<file path="src/hw/rtl/npas_pkg.sv">
`timescale 1ns / 1ps
// Shared types and constants of the node pool allocator with mark and sweep.
package npas_pkg;

  typedef logic [1:0] func_t;

  localparam func_t FUNC_ALLOC = 2'd0;
  localparam func_t FUNC_MARK  = 2'd1;
  localparam func_t FUNC_SWEEP = 2'd2;

  localparam logic STATUS_DONE      = 1'b0;
  localparam logic STATUS_EXHAUSTED = 1'b1;

  localparam logic [10:0] FREED_MAX = 11'h7FF;

  typedef struct packed {
    func_t      func;
    logic [9:0] node_index;
  } npas_req_t;

  typedef struct packed {
    logic        status;
    logic [9:0]  granted_index;
    logic [10:0] freed_count;
  } npas_rsp_t;

  // Commands from the controller to the datapath.
  typedef struct packed {
    logic capture;
    logic exec;
    logic sweep;
    logic hold;
    logic load_now;
    logic load_held;
  } npas_cmd_t;

  // Status from the datapath to the controller.
  typedef struct packed {
    logic is_sweep;
    logic sweep_done;
    logic rsp_valid;
  } npas_sts_t;

endpackage

</file>
<file path="src/hw/rtl/npas_ctrl.sv">
`timescale 1ns / 1ps
// Controller state machine of the node pool allocator.
module npas_ctrl
  import npas_pkg::*;
(
  input  logic      clk,
  input  logic      rst,
  input  logic      req_valid,
  output logic      req_stall,
  input  logic      rsp_stall,
  input  npas_sts_t sts,
  output npas_cmd_t cmd
);

  typedef enum logic [3:0] {
    S_IDLE  = 4'b0001,
    S_EXEC  = 4'b0010,
    S_SWEEP = 4'b0100,
    S_HOLD  = 4'b1000
  } state_t;

  state_t state;
  state_t state_next;
  logic   rsp_free;

  assign rsp_free  = !sts.rsp_valid || !rsp_stall;
  assign req_stall = (state != S_IDLE);

  always_comb begin
    cmd        = '0;
    state_next = state;
    case (state)
      S_IDLE: begin
        if (req_valid) begin
          cmd.capture = 1'b1;
          state_next  = S_EXEC;
        end
      end
      S_EXEC: begin
        cmd.exec = 1'b1;
        if (sts.is_sweep) begin
          state_next = S_SWEEP;
        end else if (rsp_free) begin
          cmd.load_now = 1'b1;
          state_next   = S_IDLE;
        end else begin
          cmd.hold   = 1'b1;
          state_next = S_HOLD;
        end
      end
      S_SWEEP: begin
        cmd.sweep = 1'b1;
        if (sts.sweep_done) begin
          if (rsp_free) begin
            cmd.load_now = 1'b1;
            state_next   = S_IDLE;
          end else begin
            cmd.hold   = 1'b1;
            state_next = S_HOLD;
          end
        end
      end
      S_HOLD: begin
        if (rsp_free) begin
          cmd.load_held = 1'b1;
          state_next    = S_IDLE;
        end
      end
      default: begin
        state_next = S_IDLE;
      end
    endcase
  end

  always_ff @(posedge clk) begin
    if (rst) begin
      state <= S_IDLE;
    end else begin
      state <= state_next;
    end
  end

endmodule

</file>
<file path="config.mk">
export PLATFORM = sky130hd
export DESIGN_NAME = npas_ctrl
export DESIGN_NICKNAME = d
export VERILOG_FILES = /design/src/hw/rtl/npas_pkg.sv /design/src/hw/rtl/npas_ctrl.sv
export SDC_FILE = /design/constraint.sdc
export NUM_CORES = 1
export LEC_CHECK = 0
export BUFFER_PORTS_ARGS = -buffer_cell sky130_fd_sc_hd__buf_2
export CAP_MARGIN = 15
export CORE_AREA = 8 8 45 47
export CTS_CLUSTER_SIZE = 40
export DETAILED_ROUTE_END_ITERATION = 6
export DIE_AREA = 0 0 53 55
export GPL_TIMING_DRIVEN = 0
export PLACE_DENSITY = 0.46
export SLEW_MARGIN = 10
export SYNTH_ARGS = -nofsm -noshare
export SYNTH_HDL_FRONTEND = slang
export SYNTH_SLANG_ARGS = --single-unit
</file>
<file path="constraint.sdc">
create_clock -name clk -period 1.45 [get_ports clk]
set_input_delay 0.0725 -clock clk [delete_from_list [all_inputs] [get_ports clk]]
set_output_delay 0.0725 -clock clk [all_outputs]
set_load 0.02 [all_outputs]
</file>
=== Yosys cells after proc, flatten, opt, wreduce, memory -nomap -nowiden ===
Cells that the tools add are included.
Widths: inputs -> output; s select.

* Flip-flop bits (word level): 4
* Input bits: 7

* Muxes and demuxes: 16
* Reductions and logical operators: 4
* Equality and inequality tests: 8

{| class="wikitable"
|+ Operators by type and width
! operator !! number
|-
| $mux 4 || 5
|-
| $pmux 4 s4 || 1
|-
| $mux 1 || 7
|-
| $ne 2x2->1 const B || 3
|-
| $eq 4x1->1 const B || 1
|-
| $eq 4x2->1 const B || 1
|-
| $eq 4x3->1 const B || 1
|-
| $eq 4x4->1 const B || 1
|-
| $mux 2 || 2
|-
| $ne 4x1->1 const B || 1
|-
| $pmux 2 s2 || 1
|-
| $reduce_and 3->1 || 1
|-
| $logic_not 1->1 || 2
|-
| $logic_or 1x1->1 || 1
|}

=== Logic depth before layout (Yosys ltp) ===
* Word-level depth: 5
* Mapped depth: 4
* Mapped depth without buffers: 3

=== Worst setup path before layout ===
OpenSTA, ideal clock, no wires.

* Kind: flip-flop to flip-flop
* From: register state[2]
* To: register state[0]
* Cell stages (with the launch flop): 4
* Arrival: 1.419 ns
* Clock period less this slack: 1.588 ns
* Path slack: -0.138 ns
* Path through: dfxtp_1 > inv_1 > nor4_1 > o221ai_1

* Word-level cells in the longest chain between the ends: 3
* Elaborated cells on any way between the ends: 9

{| class="wikitable"
|+ Ends and longest elaborated chain
! what !! RTL line !! source
|-
| start: declaration || npas_ctrl.sv:22 || <nowiki>state_t state;</nowiki>
|-
| start signal: assignment || npas_ctrl.sv:79 || <nowiki>state <= state_next;</nowiki>
|-
| $eq 4x4->1, or another cell as far along || npas_ctrl.sv:32 || <nowiki>case (state)</nowiki>
|-
| $ne 2x2->1 (no line) || -- ||
|-
| $reduce_and 3->1 (no line) || -- ||
|}

Parallel ways exist; a longest one is shown, timed or not.
A chain may end at the register's enable or synchronous reset.

==> metrics.yaml <==
timing:
  holdWs_ps: 60.4
  maxSlewHeadroom_pct: 81.9
  tightest_slew_ps: 269
  rsz0062_at_grt: "true"
  fin_crit_ps: 1470
  setup_violations: 1
  timing.final.crit_share_pct: 101
  drv_slew: 0
  fmax_ghz: 0.682
  hold_viol: 0
  worst_slack_ps: -16.3
  finalSetupTns_ps: -16.3
  fin_worst_skew_ps: 4.73
clocking:
  path_clk_slew_ps: 40
  cts_buffers: 3
  cts_sinks: 4
  clockRootBuffer: "clkbuf_4"
  clock_latency_ps: 230
  cts_tree: "yes"
  cts.path.max_buffers: 2
  htree_levels: 1
  hold_buffers: 0
detailed_routing:
  initialDrtViolationCount: 2
  vias: 307
  vias_per_cell: 4.58
  drt-total-wl_um: 789
  drc: 0
  firstDrtPassIters: 4
  ant_nets: 0
  route.detailed.wl_per_inst_um: 11.8
final_layout:
  reg_top3: "state (4)"
  syn_to_final_growth_pct: 59.5
  nNetsFinal: 60
  largest_reg_flops: 4
  top_register: "state"
  n_antenna_cell: 0
  finish.utilization_pct: 31.0
  drive_above_1_share_pct: 60.8
worst_setup_path:
  crit_required_ps: 1380
  worstPathCellList: "buf_6 -> or4b_4 -> nor2_4 -> buf_6"
  critPathCaptureType: "primary output"
  crit_family: "simple AND/OR/NAND/NOR gates"
  critPathKind: "flip-flop to primary output"
  cp_slowest_cell: "or4b_4"
  worstPathArrival_ps: 1390
  cp_common_cell: "buf_6"
  path_buf_inv: 2
  crit_path_max_fanout: 5
  cp-start-kind: "flip-flop"
  cpPeakStageDelay_ps: 510
floorplanning:
  dieArea_mm2: 0.00292
  io-pin-count: 14
  coreArea_mm2: 0.00138
  die_w_um: 53
  rows: 14
  die_h_um: 55
  start_util_pct: 19.4
synthesis:
  syn_area_per_cell_um2: 8.15
  async_flop_share_pct: 0
  synthFlopType: "dfxtp_1"
  synth_seq_area_share_pct: 29.8
  synth_nets: 40
  synth-edff-count: 0
  synth_cell_types: 21
  synth_cells: 33
  synth_seq_cells: 4
  yosys_warnings: 0
  syn_area_um2: 269
grt:
  grtUsageMet1_pct: 6.23
  use_met3_pct: 1.87
  grt_pass1_vias: 299
  antenna_found_initial: 0
  grt_max_degree: 11
  gr-total-overflow: 0
  grt_pass1_wl_um: 1170
  busiest_layer: "met2"
  grt_usage_pct: 5.52
  use_met2_pct: 8.01
power:
  power_uw: 355
  p_leak_uw: 0.000204
  power_density_mw_per_mm2: 827
  ir_drop_v: 0.000305
status:
  violations: "setup timing"
  status: "finished with violations"
place:
  gp_congestion: 0.730
  dpl_worst_slack_ps: 167
  port_buffers: 13
  dp_hpwl_um: 577
run:
  cap_violations: 0
worst_hold_path:
  hold_path_class: "input port to flip-flop"
## worst reg2reg max path, stage by stage, from the launching register on
cell	delay (ps)
dfxtp_2	320
buf_6	120
or4b_4	510
a211oi_2	220
## repair_timing
item | in CTS | in global routing
buffers inserted | 0 | 1
pin swaps | 0 | 1
setup endpoints to repair | 4 | 5
gates resized for setup | 4 | 7
gates cloned | 0 | 1
## layer usage
metal / up-vias / wire length [µm]
li1: 160 / -
met1: 138 / 324
met2: 9 / 420
met3: 0 / 44
met4: 0 / 0
met5: - / 0
## synth_stat cells (all sizes together), types with 2 or more instances
library cell	count	area, µm²
nor2	5	18.8
nor3b	2	15.0
inv	4	15.0
dfxtp	4	80.1
o21ai	2	10.0
nor4	2	12.5
## final timing paths
path	start	endpoint	slack, ps	cells past startpoint
worst min register to register	state[0]	state[2]	500	1
worst max register to register	state[1]	state[3]	200	3
worst min-delay path	rst	state[3]	60	2
worst max-delay path	state[1]	cmd[0]	-20	4
## kinds of logic after synthesis
kind of cell / Yosys count / share of synthesized area (%)
AND/OR/NAND/NOR: 17 / 40.9
buffers and inverters: 5 / 9.77
flip-flops: 4 / 29.8
AO/OA/AOI/OAI: 7 / 19.5
## stage by stage
stage,cell area (µm²),cells
6_report,429,67
5_1_grt,429,67
4_1_cts,397,65
3_5_place_dp,360,62
3_3_place_gp,360,62
2_1_floorplan,275,33
## power by group
| group | internal, µW | switching (µW) |
|---|---|---|
| Clock | 92.6 | 45.9 |
| Combinational | 40.3 | 47.6 |
| Sequential | 119 | 9.94 |
| Total | 252 | 103 |
## final cells by class
type / instances / area (µm²)
plain buffers: 1 / 11.3
clock buffers: 3 / 22.5
fillers: 157 / 955
inverters: 4 / 15.0
multi-input cells: 24 / 191
flip-flops and latches: 4 / 85.1
well taps: 16 / 20.0
repair buffers: 15 / 83.8
## cell usage in the layout, fill, tap and decap left out
| cell | Yosys | layout |
|---|---|---|
| nor3b_1 | 2 | 1 |
| nor4b_2 | 0 | 1 |
| and4b_2 | 1 | 1 |
| nor4_1 | 2 | 1 |
| a21oi_1 | 1 | 1 |
| a31oi_1 | 1 | 1 |
| and3b_1 | 1 | 1 |
| nor2_1 | 5 | 4 |
| o311a_1 | 1 | 1 |
| o221ai_1 | 1 | 1 |
| nor3_1 | 1 | 1 |
| a211oi_2 | 1 | 1 |
| buf_2 | 0 | 13 |
| inv_1 | 4 | 4 |
| nor3b_2 | 0 | 1 |
| nor2_4 | 0 | 1 |
| nand2_1 | 1 | 1 |
| and3_1 | 1 | 1 |
| buf_4 | 0 | 1 |
| or4b_4 | 1 | 1 |
| o21ai_2 | 0 | 1 |
| buf_6 | 1 | 2 |
| dfxtp_2 | 0 | 4 |
| nor4_2 | 0 | 1 |
| clkbuf_4 | 0 | 3 |
| o21ai_0 | 1 | 1 |
| nor2b_1 | 1 | 1 |
(Power assumes the default switching activity.)
